`config.mk`:
```
export PLATFORM = sky130hd
export DESIGN_NAME = psu_recon
export DESIGN_NICKNAME = d
export VERILOG_FILES = /design/src/rtl/psu_pkg.sv /design/src/rtl/psu_recon.sv
export SDC_FILE = /design/constraint.sdc
export NUM_CORES = 1
export LEC_CHECK = 0
export BUFFER_PORTS_ARGS = -buffer_cell sky130_fd_sc_hd__clkbuf_2
export CORE_MARGIN = 5
export CORE_UTILIZATION = 50
export DETAILED_ROUTE_END_ITERATION = 10
export GPL_TIMING_DRIVEN = 0
export PLACE_DENSITY = 0.7
export SKIP_CTS_REPAIR_TIMING = 1
export SLEW_MARGIN = 40
export SYNTH_ARGS = -nofsm -noshare
export SYNTH_HDL_FRONTEND = slang
export SYNTH_SLANG_ARGS = --single-unit
```
`constraint.sdc`:
```
create_clock -name clock -period 11.9 [get_ports clock]
set_input_delay 2.38 -clock clock [delete_from_list [all_inputs] [get_ports clock]]
set_output_delay 2.38 -clock clock [all_outputs]
set_load 0.03 [all_outputs]
```
`src/rtl/psu_pkg.sv`:
```
package psu_pkg;

   // Default sizes of the line store and of the pixel window.
   localparam int MAX_ROW_BYTES_DEF   = 8192;
   localparam int MAX_PIXEL_BYTES_DEF = 8;

   // Configuration register indexes.
   localparam int CSR_INDEX_W = 1;
   localparam int CSR_DATA_W  = 14;
   localparam logic [CSR_INDEX_W-1:0] CSR_ROW_BYTES   = 1'b0;
   localparam logic [CSR_INDEX_W-1:0] CSR_PIXEL_BYTES = 1'b1;

   localparam int ROW_BYTES_W   = 14;
   localparam int PIXEL_BYTES_W = 4;

   // Filter type codes.
   localparam logic [2:0] FILT_NONE  = 3'd0;
   localparam logic [2:0] FILT_SUB   = 3'd1;
   localparam logic [2:0] FILT_UP    = 3'd2;
   localparam logic [2:0] FILT_AVG   = 3'd3;
   localparam logic [2:0] FILT_PAETH = 3'd4;

   // Control information of a request on its way from the front stage to the
   // reconstruction stage.
   typedef struct packed {
      logic       is_type;
      logic       bad;
      logic       last;
      logic       first_row;
      logic [2:0] filter;
   } psu_item_type;

endpackage

```
`src/rtl/psu_recon.sv`:
```
module psu_recon #(
   parameter int MAX_PIXEL_BYTES = psu_pkg::MAX_PIXEL_BYTES_DEF
) (
   input  logic                  clock,
   input  logic                  reset,
   input  logic                  s1_go,
   input  psu_pkg::psu_item_type s1_info,
   input  logic [7:0]            s1_byte,
   input  logic [((MAX_PIXEL_BYTES > 1) ? $clog2(MAX_PIXEL_BYTES) : 1)-1:0] s1_phase,
   input  logic [7:0]            above_byte,
   output logic [7:0]            recon_byte,
   output logic                  out_free,
   output logic                  rsp_tvalid,
   input  logic                  rsp_tready,
   output logic [7:0]            rsp_tdata,
   output logic                  rsp_tlast,
   output logic                  rsp_tuser
);

   import psu_pkg::*;

   logic [7:0] left_ff    [MAX_PIXEL_BYTES];
   logic [7:0] left_in    [MAX_PIXEL_BYTES];
   logic [7:0] upleft_ff  [MAX_PIXEL_BYTES];
   logic [7:0] upleft_in  [MAX_PIXEL_BYTES];
   logic       rsp_valid_ff, rsp_valid_in;
   logic [7:0] rsp_byte_ff, rsp_byte_in;
   logic       rsp_last_ff, rsp_last_in;
   logic       rsp_bad_ff, rsp_bad_in;

   logic [7:0]       a, b, c, pred, avg;
   logic signed [9:0] d_bc, d_ac, d_sum;
   logic [9:0]       pa, pb, pc;
   logic [8:0]       ab_sum;

   always_comb begin
      a = left_ff[s1_phase];
      b = s1_info.first_row ? 8'd0 : above_byte;
      c = s1_info.first_row ? 8'd0 : upleft_ff[s1_phase];

      ab_sum = {1'b0, a} + {1'b0, b};
      avg    = ab_sum[8:1];

      // With p = a + b - c the three distances reduce to |b - c|, |a - c|
      // and |a + b - 2c|.
      d_bc  = 10'(signed'({2'b00, b})) - 10'(signed'({2'b00, c}));
      d_ac  = 10'(signed'({2'b00, a})) - 10'(signed'({2'b00, c}));
      d_sum = d_bc + d_ac;
      pa    = d_bc[9]  ? 10'(-d_bc)  : 10'(d_bc);
      pb    = d_ac[9]  ? 10'(-d_ac)  : 10'(d_ac);
      pc    = d_sum[9] ? 10'(-d_sum) : 10'(d_sum);

      case (s1_info.filter)
         FILT_SUB:   pred = a;
         FILT_UP:    pred = b;
         FILT_AVG:   pred = avg;
         FILT_PAETH: begin
            if (pa <= pb && pa <= pc) begin
               pred = a;
            end else if (pb <= pc) begin
               pred = b;
            end else begin
               pred = c;
            end
         end
         default:    pred = 8'd0;
      endcase
      recon_byte = s1_byte + pred;
   end

   assign out_free = !rsp_valid_ff || rsp_tready;

   always_comb begin
      left_in      = left_ff;
      upleft_in    = upleft_ff;
      rsp_valid_in = rsp_valid_ff && !rsp_tready;
      rsp_byte_in  = rsp_byte_ff;
      rsp_last_in  = rsp_last_ff;
      rsp_bad_in   = rsp_bad_ff;
      if (s1_go) begin
         if (s1_info.is_type) begin
            // A new row starts with empty windows; only a bad type answers.
            for (int i = 0; i < MAX_PIXEL_BYTES; i++) begin
               left_in[i]   = 8'd0;
               upleft_in[i] = 8'd0;
            end
            rsp_valid_in = s1_info.bad;
            rsp_byte_in  = 8'd0;
            rsp_last_in  = 1'b0;
            rsp_bad_in   = 1'b1;
         end else begin
            left_in[s1_phase]   = recon_byte;
            upleft_in[s1_phase] = b;
            rsp_valid_in        = 1'b1;
            rsp_byte_in         = recon_byte;
            rsp_last_in         = s1_info.last;
            rsp_bad_in          = 1'b0;
         end
      end
   end

   always_ff @(posedge clock) begin
      if (reset) begin
         rsp_valid_ff <= 1'b0;
         for (int i = 0; i < MAX_PIXEL_BYTES; i++) begin
            left_ff[i]   <= 8'd0;
            upleft_ff[i] <= 8'd0;
         end
      end else begin
         rsp_valid_ff <= rsp_valid_in;
         left_ff      <= left_in;
         upleft_ff    <= upleft_in;
      end
   end

   always_ff @(posedge clock) begin
      rsp_byte_ff <= rsp_byte_in;
      rsp_last_ff <= rsp_last_in;
      rsp_bad_ff  <= rsp_bad_in;
   end

   assign rsp_tvalid = rsp_valid_ff;
   assign rsp_tdata  = rsp_byte_ff;
   assign rsp_tlast  = rsp_last_ff;
   assign rsp_tuser  = rsp_bad_ff;

endmodule

```
Word-level counts from Yosys, hierarchy flattened
Cells that the tools add are included.
- register bits after elaboration: 139
- bits of input ports: 30
- output and inout bits: 20
- word-level logic and storage cells: 67
- $add $sub $neg: 8
- order comparisons: 5
- equal/unequal tests: 4
- muxes and demuxes: 23
- bitwise logic cells: 1
- reduce and logical (&&, ||, !) cells: 6
- operator list (kind ; count):
    64-bit bitwise mux ; 2
    64-bit 2-to-1 mux ; 2
    8-bit 2-to-1 mux ; 9
    8-bit binary-select mux with 3-bit select ; 2
    8-bit case mux with 4 select lines ; 1
    10-bit <= comparator ; 3
    10-bit 2-to-1 mux ; 3
    8-bit demux with 3-bit select ; 1
    9-bit negator with 10-bit output ; 2
    8-bit by 8-bit subtractor with 9-bit output ; 2
    9-bit by 9-bit adder with 10-bit output ; 1
    10-bit negator ; 1
    8-bit by 8-bit adder with 9-bit output ; 1
    8-bit adder ; 1
    3-bit by 2-bit equality test with 1-bit output (second input constant) ; 2
    4-bit greater-or-equal comparator (second input constant) ; 1
    4-bit by 1-bit less-than comparator with 1-bit output (second input constant) ; 1
    3-bit inverter with 4-bit output ; 1
    3-bit by 1-bit equality test with 1-bit output (second input constant) ; 1
    3-bit equality test (second input constant) ; 1
    1-bit logical AND ; 3
    1-bit 2-to-1 mux ; 3
    1-bit logical NOT ; 2
    1-bit logical OR ; 1

Depth between registers and ports, before layout
- word-level depth: 16
- mapped depth: 45
- mapped depth without buffers: 40

Worst setup path before layout
OpenSTA, ideal clock, no wires.
- path type: input-to-output
- start point: input s1_phase[2] in the netlist's numbering
- end point: output recon_byte[7]
- data arrival time: 10335 ps
- required time: 9520 ps
- path slack: -815 ps
- stages on the path: 36
- path buffers: 4
- path through: clkbuf_1 > buf_2 > buf_2 > mux2_2 > a221o_1 > a21oi_1 > inv_1 > fa_1 > xnor2_1 > inv_1 > ha_1 > a21oi_1 > o21bai_1 > maj3_2 > maj3_2 > a2111oi_4 > a211oi_2 > nor2_1 > xor2_1 > ha_1 > a21o_1 > a21o_1 > a21oi_1 > o211ai_1 > nand2_1 > clkbuf_1 > a21oi_1 > o221ai_1 > ha_1 > a21o_1 > a21oi_1 > o21bai_1 > a21oi_1 > o21ai_0 > xor2_1 > xor2_1
- longest elaborated chain between the ends: 14
- elaborated cells between the ends (all ways): 26
- classes of those cells: add/sub (8); order compare (3); mux (13); bitwise (1); reduce/logical (1)
- ends and longest elaborated chain (element ; RTL line ; RTL):
    start, declared ; psu_recon.sv:9 ; input logic [((MAX_PIXEL_BYTES > 1) ? $clog2(MAX_PIXEL_BYTES) : 1)-1:0] s1_phase,
    3-bit inverter with 4-bit output (not written as such) (*) ; psu_recon.sv:37, psu_recon.sv:39 ;
    8-bit binary-select mux with 3-bit select ; psu_recon.sv:39 ; c = s1_info.first_row ? 8'd0 : upleft_ff[s1_phase];
    8-bit 2-to-1 mux (not written as such) (2 in a row) ; psu_recon.sv:39 ;
    8-bit 2-to-1 mux ; psu_recon.sv:39 ;
    8-bit by 8-bit subtractor with 9-bit output, on equally long branches ; psu_recon.sv:46, psu_recon.sv:47 ;
    9-bit by 9-bit adder with 10-bit output ; psu_recon.sv:48 ; d_sum = d_bc + d_ac;
    10-bit negator ; psu_recon.sv:51 ; pc = d_sum[9] ? 10'(-d_sum) : 10'(d_sum);
    10-bit 2-to-1 mux ; psu_recon.sv:51 ;
    10-bit <= comparator, on equally long branches ; psu_recon.sv:60, psu_recon.sv:58 ;
    8-bit 2-to-1 mux / 1-bit logical AND (equally long branches) ; psu_recon.sv:60, psu_recon.sv:58 ;
    8-bit 2-to-1 mux ; psu_recon.sv:58 ; if (pa <= pb && pa <= pc) begin
    8-bit case mux with 4 select lines (*) ; psu_recon.sv:53 ; case (s1_info.filter)
    8-bit adder (*) ; psu_recon.sv:68 ; recon_byte = s1_byte + pred;
    end, declared ; psu_recon.sv:11 ; output logic [7:0] recon_byte,
Every way passes the cells marked *; elsewhere a longest branch is shown, timed or not. The select of a mux whose other input is x is not followed.

Worst setup path after layout
Same ends and word-level chain as after synthesis.

==> results.cfg <==
[job]
max_cap_viol = 0

[power]
worst_ir_drop_vdd_v = 0.000117
p_leak_nw = 4.32
cellPowerDensity_nw_per_um2 = 153

[grt]
grt_pass1_wl_um = 48000
largest_net_degree_at_the_start_of_global_routing = 17
track_usage_pct = 28.4
gr-total-overflow = 0
grt_antenna_before_repair = 0
first_global_vias = 8613

[synthesis]
postSynthCellCount = 1183
fraction_of_registers_with_async_set_reset_pct = 0
synth_edf_count = 10
yosys_warnings = 0
postSynthAreaPerCell_um2 = 7.87
postSynthRegisterBits = 139
post_synth_num_cell_types = 67
ys_seq_area_share_pct = 31.0
synth_flop_cell = sky130_fd_sc_hd__dfxtp_1
synth.cell_area_um2 = 9310

[timing]
endpoints_failing_setup = 4
grt_setup_unrepaired = yes
maxClockFrequency_ghz = 0.0811
max_slew.worst_pin.slew_ps = 821
hold_violations = 0
period_share_pct = 104
finClkSkew_ps = 7.26
slew-limit-headroom_pct = 45.0
setup_slack_ps = -426
max_slew_violation_count = 0
final.min_clock_period_ps = 12330

[status]
violations = setup timing
status = complete, but fails checks

[drt]
drc_errors = 0
ant_nets = 0
num_vias = 9470
avgViaCountPerCell = 6.19
drtIter0Drc = 1086
routed_wirelength_um = 32200
detail_route.first_pass.iterations = 5
wl_per_cell_um = 21.1

[worst_setup_path]
worstSetupPathType = input pin to output pin
worst_setup_path_end_kind = output pin
arrival_ps = 9950
worst_ep_required_time_ps = 9520
maximum_net_fanout_on_the_critical_path = 8
cpPeakStageDelay_ps = 420
worst_r2r_path_depth = 38
cp-start-kind = input pin
worst_r2r_endpoint = left_ff[22]$_SDFFE_PP0P_
ff2ff_setup_slack_ps = 3690
worst_reg2reg_path_startpoint = left_ff[49]$_SDFFE_PP0P_
critPathLaunch = s1_phase[2]
crit_slowest_cell = sky130_fd_sc_hd__a2111oi_4

[worst_hold_path]
hold_path_startpoint = upleft_ff[28]$_SDFFE_PP0P_
holdCritPathClass = flip-flop to flip-flop
hold-path-endpoint = upleft_ff[28]$_SDFFE_PP0P_
whs_path_depth = 2

[clock_network]
clock_insertion_delay_worst_skew_ps = 430
clk_transition_reported_paths_ps = 60
clock-root-buffer = sky130_fd_sc_hd__clkbuf_16
clock_path_buffers = 2
cts_inserted_buffers = 17
cts_sinks = 139
htree_levels = 4
tritoncts_clock_tree = built

[layout]
flow.area_growth_from_synthesis_pct = 21.1
stdcell_count = 1529
antenna_cells = 0
layout.filler_cells = 1649
layout.cells.most_common = sky130_fd_sc_hd__nand2_1
share_of_final_layout_standard_cells_stronger_than_drive_strength_1_pct = 18.5
finish.net_count = 1386
mostFrequentLayoutCells = sky130_fd_sc_hd__nand2_1, sky130_fd_sc_hd__a21oi_1, sky130_fd_sc_hd__nand3_1

[die]
die_h_um = 146
chipWidth_um = 146
top_level_ports = 50
rows = 50
die_area_um2 = 21500
core_um2 = 18500
floorplan.initialDensity_pct = 50.3

[placed_design]
gpl.final_weighted_congestion = 0.954
preCtsSetupSlack_ps = -1610
io_buffer_count = 44
dp_hpwl_um = 23100
placed_cells = 1463
-- sequential cells by signal (all words and copies together), names as in the netlist --
signal,flops
rsp_tuser,1
upleft_ff,64
rsp_tdata,8
left_ff,64
rsp_tlast,1
rsp_tvalid,1
-- metal layers --
metal / track usage (%) / vias to the layer above / part of all wire, %
met3: 6.02 / 79 / 9.0
met1: 38.5 / 4523 / 42
li1: - / 4381 / -
met5: 0 / - / 0
met4: 9.88 / 0 / 2.7
met2: 45.2 / 487 / 46
-- synthesized netlist by cell type, types with 12 or more instances --
library cell | count | area [µm²]
sky130_fd_sc_hd__nand3_1 | 133 | 666
sky130_fd_sc_hd__a21o_1 | 14 | 105
sky130_fd_sc_hd__xnor2_1 | 33 | 289
sky130_fd_sc_hd__a221oi_1 | 15 | 131
sky130_fd_sc_hd__nor2_1 | 75 | 282
sky130_fd_sc_hd__nand2b_1 | 13 | 81.3
sky130_fd_sc_hd__a21oi_1 | 150 | 751
sky130_fd_sc_hd__o21ai_0 | 32 | 160
sky130_fd_sc_hd__nor2b_1 | 30 | 188
sky130_fd_sc_hd__ha_1 | 69 | 863
sky130_fd_sc_hd__nand2_1 | 166 | 623
sky130_fd_sc_hd__clkbuf_1 | 64 | 240
sky130_fd_sc_hd__xor2_1 | 12 | 105
sky130_fd_sc_hd__dfxtp_1 | 129 | 2580
sky130_fd_sc_hd__mux2i_1 | 20 | 200
sky130_fd_sc_hd__inv_1 | 43 | 161
-- worst max-delay path: cells and delay by family --
family,cells,cell delay (ps)
AO/OA/AOI/OAI,18,3580
adder cells (fa/ha/maj),6,1850
XOR/XNOR,4,920
buffers and inverters,6,750
multiplexers,1,300
AND/OR/NAND/NOR,1,150
-- logic make-up (layout without fill, tap and decap cells) --
logic type | after synthesis | in the layout | share of synthesized area [%]
flops | 139 | 139 | 31.0
compound gates | 295 | 295 | 19.8
simple gates | 460 | 460 | 22.9
xor+xnor | 48 | 48 | 4.76
mux | 39 | 39 | 5.66
buf+inv | 122 | 232 | 5.07
fa+ha+maj | 78 | 78 | 10.8
other cells | 2 | 4 | 0.0806
-- layout make-up --
class	instances	area [µm²]	share of cell area, %
Clock inverter	14	176	1.56
Inverter	43	161	1.43
Tap cell	234	293	2.60
Buffer	78	440	3.90
Sequential cell	139	2880	25.6
Timing Repair Buffer	79	544	4.82
Multi-Input combinational cell	924	6350	56.3
Clock buffer	18	429	3.80
-- through the flow --
step	power, mW	TNS (ps)	hold slack [ps]	utilization (%)	area, µm²
after floorplan	0.933	0	438	-	9440
after global placement	1.06	-7190	447	53.8	9960
after detailed placement	1.07	-7550	453	53.8	9960
after CTS	1.62	-7740	461	57.0	10600
after global routing	1.81	-2390	475	60.9	11300
final	1.72	-1190	465	60.9	11300
-- worst max path at each step --
stage                    endpoint  cells past startpoint
floorplan           recon_byte[7]                     37
CTS                 recon_byte[7]                     37
global route        recon_byte[7]                     39
finish              recon_byte[7]                     36
detailed placement  recon_byte[7]                     37
global placement    recon_byte[7]                     37
-- where the power goes --
part	switching (mW)	internal, mW	total [mW]
sequential	0.00357	0.480	0.484
combinational	0.400	0.283	0.683
clock	0.209	0.347	0.556
total	0.613	1.11	1.72
Power figures use the tool's default switching activity.
