[config.mk]
export PLATFORM = sky130hd
export DESIGN_NAME = psu_ctrl
export DESIGN_NICKNAME = d
export VERILOG_FILES = /design/src/rtl/psu_pkg.sv /design/src/rtl/psu_ctrl.sv
export SDC_FILE = /design/constraint.sdc
export NUM_CORES = 1
export LEC_CHECK = 0
export ABC_AREA = 1
export ABC_CLOCK_PERIOD_IN_PS = 3480
export CAP_MARGIN = 20
export CORE_MARGIN = 1.5
export CORE_UTILIZATION = 40
export DETAILED_ROUTE_END_ITERATION = 12
export DONT_BUFFER_PORTS = 1
export RECOVER_POWER = 50
export SLEW_MARGIN = 20
export SYNTH_ARGS = -nofsm -noshare
export SYNTH_HDL_FRONTEND = slang
export SYNTH_SLANG_ARGS = --single-unit
[constraint.sdc]
create_clock -name clock -period 3.48 [get_ports clock]
set_clock_uncertainty 0.15 [all_clocks]
set_input_delay 0.522 -clock clock [delete_from_list [all_inputs] [get_ports clock]]
set_output_delay 0.522 -clock clock [all_outputs]
set_load 0.01 [all_outputs]
[src/rtl/psu_pkg.sv]
package psu_pkg;

   // Default sizes of the line store and of the pixel window.
   localparam int MAX_ROW_BYTES_DEF   = 8192;
   localparam int MAX_PIXEL_BYTES_DEF = 8;

   // Configuration register indexes.
   localparam int CSR_INDEX_W = 1;
   localparam int CSR_DATA_W  = 14;
   localparam logic [CSR_INDEX_W-1:0] CSR_ROW_BYTES   = 1'b0;
   localparam logic [CSR_INDEX_W-1:0] CSR_PIXEL_BYTES = 1'b1;

   localparam int ROW_BYTES_W   = 14;
   localparam int PIXEL_BYTES_W = 4;

   // Filter type codes.
   localparam logic [2:0] FILT_NONE  = 3'd0;
   localparam logic [2:0] FILT_SUB   = 3'd1;
   localparam logic [2:0] FILT_UP    = 3'd2;
   localparam logic [2:0] FILT_AVG   = 3'd3;
   localparam logic [2:0] FILT_PAETH = 3'd4;

   // Control information of a request on its way from the front stage to the
   // reconstruction stage.
   typedef struct packed {
      logic       is_type;
      logic       bad;
      logic       last;
      logic       first_row;
      logic [2:0] filter;
   } psu_item_type;

endpackage

[src/rtl/psu_ctrl.sv]
module psu_ctrl #(
   parameter int MAX_ROW_BYTES   = psu_pkg::MAX_ROW_BYTES_DEF,
   parameter int MAX_PIXEL_BYTES = psu_pkg::MAX_PIXEL_BYTES_DEF
) (
   input  logic                                    clock,
   input  logic                                    reset,
   input  logic                                    csr_we,
   input  logic [psu_pkg::CSR_INDEX_W-1:0]         csr_index,
   input  logic [psu_pkg::CSR_DATA_W-1:0]          csr_wdata,
   input  logic                                    req_tvalid,
   input  logic [7:0]                              req_tdata,
   input  logic                                    req_tuser,
   output logic                                    req_tready,
   input  logic                                    s1_go,
   output logic                                    s1_valid,
   output psu_pkg::psu_item_type                   s1_info,
   output logic [7:0]                              s1_byte,
   output logic [$clog2(MAX_ROW_BYTES)-1:0]        s1_col,
   output logic [((MAX_PIXEL_BYTES > 1) ? $clog2(MAX_PIXEL_BYTES) : 1)-1:0] s1_phase,
   output logic                                    ram_re,
   output logic [$clog2(MAX_ROW_BYTES)-1:0]        ram_raddr
);

   import psu_pkg::*;

   localparam int COL_W = $clog2(MAX_ROW_BYTES);
   localparam int CNT_W = $clog2(MAX_ROW_BYTES + 1);
   localparam int PH_W  = (MAX_PIXEL_BYTES > 1) ? $clog2(MAX_PIXEL_BYTES) : 1;

   logic [ROW_BYTES_W-1:0]   row_bytes_ff, row_bytes_in;
   logic [PIXEL_BYTES_W-1:0] pixel_bytes_ff, pixel_bytes_in;
   logic [COL_W-1:0]         column_ff, column_in;
   logic [2:0]               filter_ff, filter_in;
   logic                     awaiting_ff, awaiting_in;
   logic                     first_ff, first_in;
   logic [PH_W-1:0]          phase_ff [MAX_PIXEL_BYTES];
   logic [PH_W-1:0]          phase_in [MAX_PIXEL_BYTES];
   logic                     s1_valid_ff, s1_valid_in;
   psu_item_type             s1_info_ff, s1_info_in;
   logic [7:0]               s1_byte_ff, s1_byte_in;
   logic [COL_W-1:0]         s1_col_ff, s1_col_in;
   logic [PH_W-1:0]          s1_phase_ff, s1_phase_in;

   logic             accept;
   logic             start;
   logic [COL_W-1:0] col_cur;
   logic             first_cur;
   logic             awaiting_cur;
   logic [CNT_W-1:0] rb_eff;
   logic [PH_W-1:0]  phase_sel;
   logic             last;

   assign req_tready = !s1_valid_ff || s1_go;
   assign accept     = req_tvalid && req_tready;
   assign start      = req_tuser;

   always_comb begin
      // Row length and pixel size as they are used: zero reads as one, and
      // anything beyond the store or the window is clamped to it.
      if (row_bytes_ff == '0) begin
         rb_eff = CNT_W'(1);
      end else if (32'(row_bytes_ff) > 32'(MAX_ROW_BYTES)) begin
         rb_eff = CNT_W'(MAX_ROW_BYTES);
      end else begin
         rb_eff = CNT_W'(row_bytes_ff);
      end
      if (pixel_bytes_ff == '0) begin
         phase_sel = '0;
      end else if (32'(pixel_bytes_ff) > 32'(MAX_PIXEL_BYTES)) begin
         phase_sel = PH_W'(MAX_PIXEL_BYTES - 1);
      end else begin
         phase_sel = PH_W'(pixel_bytes_ff - PIXEL_BYTES_W'(1));
      end
   end

   always_comb begin
      col_cur      = start ? '0 : column_ff;
      first_cur    = start || first_ff;
      awaiting_cur = start || awaiting_ff;
      last         = (CNT_W'(col_cur) + CNT_W'(1)) >= rb_eff;

      row_bytes_in   = row_bytes_ff;
      pixel_bytes_in = pixel_bytes_ff;
      column_in      = column_ff;
      filter_in      = filter_ff;
      awaiting_in    = awaiting_ff;
      first_in       = first_ff;
      phase_in       = phase_ff;
      s1_valid_in    = s1_valid_ff && !s1_go;
      s1_info_in     = s1_info_ff;
      s1_byte_in     = s1_byte_ff;
      s1_col_in      = s1_col_ff;
      s1_phase_in    = s1_phase_ff;

      if (accept) begin
         s1_valid_in          = 1'b1;
         s1_byte_in           = req_tdata;
         s1_col_in            = col_cur;
         // Each divisor keeps its own count of the column modulo that divisor.
         s1_phase_in          = phase_ff[phase_sel];
         s1_info_in.first_row = first_cur;
         s1_info_in.filter    = filter_ff;
         s1_info_in.last      = last;
         s1_info_in.is_type   = awaiting_cur;
         s1_info_in.bad       = 1'b0;
         if (awaiting_cur) begin
            s1_info_in.bad  = req_tdata > 8'(FILT_PAETH);
            s1_info_in.last = 1'b0;
            filter_in       = (req_tdata > 8'(FILT_PAETH)) ? FILT_NONE : req_tdata[2:0];
            awaiting_in     = 1'b0;
            first_in        = first_cur;
            column_in       = '0;
            for (int d = 0; d < MAX_PIXEL_BYTES; d++) begin
               phase_in[d] = '0;
            end
         end else if (last) begin
            column_in   = '0;
            awaiting_in = 1'b1;
            first_in    = 1'b0;
            for (int d = 0; d < MAX_PIXEL_BYTES; d++) begin
               phase_in[d] = '0;
            end
         end else begin
            column_in = col_cur + COL_W'(1);
            first_in  = first_cur;
            for (int d = 0; d < MAX_PIXEL_BYTES; d++) begin
               phase_in[d] = (phase_ff[d] == PH_W'(d)) ? '0 : phase_ff[d] + PH_W'(1);
            end
         end
      end

      if (csr_we) begin
         unique case (csr_index)
            CSR_ROW_BYTES:   row_bytes_in   = csr_wdata[ROW_BYTES_W-1:0];
            CSR_PIXEL_BYTES: pixel_bytes_in = csr_wdata[PIXEL_BYTES_W-1:0];
            default: ;
         endcase
      end
   end

   always_ff @(posedge clock) begin
      if (reset) begin
         row_bytes_ff   <= ROW_BYTES_W'(1);
         pixel_bytes_ff <= PIXEL_BYTES_W'(4);
         column_ff      <= '0;
         filter_ff      <= FILT_NONE;
         awaiting_ff    <= 1'b1;
         first_ff       <= 1'b1;
         s1_valid_ff    <= 1'b0;
         for (int d = 0; d < MAX_PIXEL_BYTES; d++) begin
            phase_ff[d] <= '0;
         end
      end else begin
         row_bytes_ff   <= row_bytes_in;
         pixel_bytes_ff <= pixel_bytes_in;
         column_ff      <= column_in;
         filter_ff      <= filter_in;
         awaiting_ff    <= awaiting_in;
         first_ff       <= first_in;
         s1_valid_ff    <= s1_valid_in;
         phase_ff       <= phase_in;
      end
   end

   always_ff @(posedge clock) begin
      s1_info_ff  <= s1_info_in;
      s1_byte_ff  <= s1_byte_in;
      s1_col_ff   <= s1_col_in;
      s1_phase_ff <= s1_phase_in;
   end

   // The line store is read as the request is taken, so the byte above is
   // waiting when the request reaches reconstruction.
   assign ram_re    = accept;
   assign ram_raddr = col_cur;

   assign s1_valid = s1_valid_ff;
   assign s1_info  = s1_info_ff;
   assign s1_byte  = s1_byte_ff;
   assign s1_col   = s1_col_ff;
   assign s1_phase = s1_phase_ff;

endmodule

; After elaboration in Yosys (flattened, before gate mapping)
; Cells that the tools add are included.
; Widths: inputs -> output; s select.
[word_totals]
memories = 0
wordCells = 89
latchBits = 0
output_inout_bits = 47
mem_bits_ro = 0
ramBits = 0
register_bits = 92
[classes]
magnitude_cmp = 5
shifts = 0
mul = 0
bitwise_logic = 2
muxes = 26
eq_ne = 7
n_reduce_logical = 15
div_mod_pow = 0
addsub = 11
[ops]
columns = operator, n
row1 = $mux 24, 2
row2 = $mux 13, 3
row3 = $mux 3, 13
row4 = $mux 14, 2
row5 = $add 3x1->3 const B, 8
row6 = $add 13x1->14 const B, 1
row7 = $ge 14x14->1, 1
row8 = $gt 14x14->1 const B, 1
row9 = $logic_not 14->1, 1
row10 = $add 13x1->13 const B, 1
row11 = $eq 3x3->1 const B, 4
row12 = $bmux 3 s3, 1
row13 = $gt 8x3->1 const B, 1
row14 = $reduce_and 2->1, 4
row15 = $eq 3x2->1 const B, 2
row16 = $mux 1, 5
row17 = $ge 4x4->1 const B, 1
row18 = $gt 4x4->1 const B, 1
row19 = $logic_not 4->1, 1
row20 = $not 3->4, 1
row21 = $eq 3x1->1 const B, 1
row22 = $logic_not 3->1, 1
row23 = $logic_or 1x1->1, 3
row24 = $sub 3x1->3 const B, 1
row25 = other kinds (4), 6

; Logic depth before layout (Yosys ltp)
[logic_depth]
ltp_word = 7
depth_mapped = 21
depth_no_buf = 20

; Least setup slack after synthesis
; No wires, ideal clock.
[synth_path]
path_type = input to register
from = input port req_tuser
to = register column_ff[10]
n_path_buf = 2
arrival_ns = 2.789
path_slack_ns = 0.470
stages = 19
cell_sequence = buf_6 > nor2_1 > ha_1 > nand3_4 > inv_2 > nand4_1 > nand2_1 > inv_2 > ha_1 > nand2_1 > inv_2 > nand3_1 > nor2_1 > nor2_2 > nand3_1 > nor2_2 > buf_4 > nand3_1 > a21oi_1
[synth_between]
elab_chain_cells = 5
[synth_rtl]
columns = item, line_no
row1 = "start, declared", psu_ctrl.sv:12  ; input logic req_tuser,
row2 = $mux 13 *, psu_ctrl.sv:77  ; col_cur = start ? '0 : column_ff;
row3 = net ram_raddr[1], psu_ctrl.sv:21  ; output logic [$clog2(MAX_ROW_BYTES)-1:0] ram_raddr
row4 = $add 13x1->14, psu_ctrl.sv:80  ; last = (CNT_W'(col_cur) + CNT_W'(1)) >= rb_eff;
row5 = $ge 14x14->1, psu_ctrl.sv:80
row6 = $mux 13 *, psu_ctrl.sv:116  ; end else if (last) begin
row7 = $mux 13 *, psu_ctrl.sv:106  ; if (awaiting_cur) begin
row8 = "end signal, assigned", psu_ctrl.sv:156  ; column_ff <= column_in;
row9 = "end, declared", psu_ctrl.sv:32  ; logic [COL_W-1:0] column_ff, column_in;
; Mark *: on every way through the listed nets, which the timed path passes. The rest lies on a longest branch.
; A chain may end at the register's enable or synchronous reset.

; Worst setup path in the final report
[layout_path]
from = register row_bytes_ff[2]
to = register phase_ff[1] (netlist name)
[layout_between]
elab_chain_cells = 6
[layout_rtl]
columns = item, line_no
row1 = "start, declared", psu_ctrl.sv:30  ; logic [ROW_BYTES_W-1:0] row_bytes_ff, row_bytes_in;
row2 = "start signal, assigned", psu_ctrl.sv:154  ; row_bytes_ff <= row_bytes_in;
row3 = $gt 14x14->1, psu_ctrl.sv:62  ; end else if (32'(row_bytes_ff) > 32'(MAX_ROW_BYTES)) begin
row4 = $mux 14, psu_ctrl.sv:62
row5 = $mux 14 *, psu_ctrl.sv:60  ; if (row_bytes_ff == '0) begin
row6 = $ge 14x14->1 *, psu_ctrl.sv:80
row7 = $mux 24 *, psu_ctrl.sv:116
row8 = $mux 24 *, psu_ctrl.sv:106
row9 = "end signal, assigned", psu_ctrl.sv:161  ; phase_ff <= phase_in;
row10 = "end, declared", psu_ctrl.sv:36  ; logic [PH_W-1:0] phase_ff [MAX_PIXEL_BYTES];
; Every way passes the cells marked *; elsewhere a longest branch is shown, timed or not.

==> flow_summary.toml <==
[cells_and_area]
antenna_cells = 0
drive_above_1_share_pct = 8.87
fin_nets = 622
utilization_pct = 44.2
area.growth.synth_to_final_pct = 7.69

[place]
place.port_buffers = 0
gp_congestion = 0.843
place_hpwl_um = 7520

[timing]
max-slew-margin-rel_pct = -27.4
tightest_slew_ns = 1.91
hold_viol_final = 0
setup_violations = 0
min_period_over_period_pct = 87.4
max_freq_ghz = 0.329
tns_ns = 0
rsz0062_at_grt = "false"
holdWs_ns = 0.0872
drv_slew = 43
fin_crit_ns = 3.04

[global_route]
grt.met1_usage_pct = 23.4
grt_busiest_layer = "met2"
grt_pass1_wl_um = 17300
grt_pass1_vias = 3356
met3_usage_pct = 6.29
grt_overflow = 0
grt_use_met2_pct = 26.7
grt_use_total_pct = 17.5
grt_max_degree = 43
antenna_found_initial = 0

[power]
p_per_area_nw_per_um2 = 460
p_leak_nw = 2.03
ir_drop_mv = 0.341

[cts]
cts-resized-gates = 0
cts_setup_buffers = 0
cts_made_buffers = 9
cts-htree-levels = 3
clock_path_buffers = 2
root_buffer = "clkbuf_16"
clk_latency_ns = 0.35
clk_pin_slew_worst_paths_ns = 0.07
cts_tree = "built"
cts_hold_buf = 0
clkSinkCount = 92

[worst_setup_path]
arrival_ns = 3.17
worstReg2RegEnd = "phase_ff[1]"
r2r_cells = 16
regToRegSetupSlack_ns = 0.44
crit_fanout = 32
worstSetupEndpointType = "register"
r2r-start = "row_bytes_ff[2]"
start_kind = "register"
required_ns = 3.61
crit_type = "register to register"

[route]
vias = 3764
drt_iter0_drc = 189
finalWirelength_um = 10500
routed_via_density = 5.24
drc = 0
dr.pass1.iters = 5
ant_nets = 0
route.detailed.wl_per_inst_um = 14.6

[synthesis]
syn_inst = 573
synth_edf_count = 31
synth_area_leaders = "dfxtp_1, edfxtp_1, nand2_1, ha_1, a21oi_1"
syn-cell-area_um2 = 4680
synth_top_area_cell = "dfxtp_1"
postSynth.asyncResetShare_pct = 0
synth_cell_type_count = 41
synthesis.nets = 625
synth_most_common_cell = "nand2_1"
yosysSeqAreaShare_pct = 45.9
synthTopCellsByCount = "nand2_1, dfxtp_1, inv_1, a21oi_1, nor2_1"
synth_top_area_share_pct = 26.1
synth_area_per_cell_um2 = 8.18
yosysWarnings = 0
ys.flop_type = "dfxtp_1"
synth-seq-cells = 92

[floorplanning]
io_pins = 76
die_y_um = 111
dieArea_um2 = 12400
die-width_um = 111
fp-row-count = 39
initial_utilization_pct = 41.0
core-area_um2 = 11400

[flow_run]
drv_cap = 1

[min_path]
holdPathEnd = "s1_valid"
whs_path_depth = 1
hold_path_startpoint = "reset"
min_path_type = "input port to register"

[run_status]
status = "finished with violations"
violations = "max-capacitance violations, max-slew violations"
-- cells in the final DEF (no fill, tap or decap), types with 2 or more instances in the layout --
master / n
edfxtp_1: 31
inv_1: 62
nand2_2: 5
nand3_2: 3
nand2_1: 113
nand3_1: 46
inv_2: 4
o211ai_1: 9
clkinvlp_4: 3
xnor2_1: 3
o21ai_0: 38
nand4_1: 8
nor2_4: 3
or2_2: 4
inv_6: 2
xor2_2: 3
clkbuf_1: 6
nor2_1: 55
ha_1: 23
a21oi_1: 55
a31oi_1: 2
a21oi_2: 2
o21a_1: 3
dfxtp_1: 61
nor2_2: 4
clkbuf_16: 9
nor4_1: 3
-- logic make-up after synthesis --
family	after synthesis	share of synthesized area, %
DFF	92	45.9
and+or+nand+nor	250	25.2
buffers and inverters	88	7.67
xor gates and xnor gates	8	2.14
adders and majority gates	23	6.14
AOI/OAI and AO/OA	112	12.9
-- layout make-up --
| class | count | area [um2] |
|---|---|---|
| clock inverter | 6 | 48.8 |
| sequential | 92 | 2150 |
| clock buffer | 10 | 229 |
| multi-input combinational | 393 | 2140 |
| fill | 1159 | 6370 |
| tap | 143 | 179 |
| inverter | 67 | 254 |
| timing repair buffer | 7 | 46.3 |
-- report_power, final --
group / switching (mW) / internal, mW
combinational: 0.144 / 0.0639
sequential: 0.0342 / 1.16
clock: 0.429 / 0.490
total: 0.607 / 1.71
-- state kept, by name (all words and copies together) (netlist names) --
signal / flops
phase_ff: 24
row_bytes_ff: 14
column_ff: 13
s1_col: 13
s1_byte: 8
s1_info: 7
pixel_bytes_ff: 4
filter_ff: 3
s1_phase: 3
awaiting_ff: 1
first_ff: 1
s1_valid: 1
-- how the worst max path moves through the flow --
stage | from | to | slack, ns
after global placement | req_tuser | phase_ff[16] | 0.46
after CTS | row_bytes_ff[2] | phase_ff[1] | 0.45
after detailed placement | req_tuser | phase_ff[18] | 0.39
final | row_bytes_ff[2] | phase_ff[1] | 0.44
after global routing | row_bytes_ff[2] | phase_ff[11] | 0.06
after floorplan | req_tuser | column_ff[10] | 0.47
-- layer usage --
metal | vias to the layer above | share of wire (%)
met5 | - | 0
li1 | 1902 | -
met2 | 118 | 44
met4 | 0 | 1.0
met1 | 1737 | 47
met3 | 7 | 7.7
-- worst max-delay path: stages, from the launching register on --
cell,delay (ns)
dfxtp_1,0.32
or2_1,0.23
nor4_1,0.33
nand4_1,0.13
nand2_1,0.30
nand2_1,0.11
ha_1,0.31
nand2_1,0.07
nand2_1,0.05
nand2_1,0.05
nand2_1,0.06
nor2_2,0.12
nand3_1,0.12
nor2_2,0.15
buf_12,0.21
nand3_1,0.09
a21oi_1,0.18
-- stage by stage --
stage	instance area, um2	instances	total power [mW]	setup WS (ns)
after floorplan	4680	573	1.38	0.470
after global placement	4840	702	1.42	0.463
after detailed placement	4840	702	1.43	0.393
after CTS	5110	718	2.35	0.446
after global routing	5040	718	2.42	0.0604
final	5040	718	2.32	0.438
No activity file was read; power rests on OpenSTA's default activity.
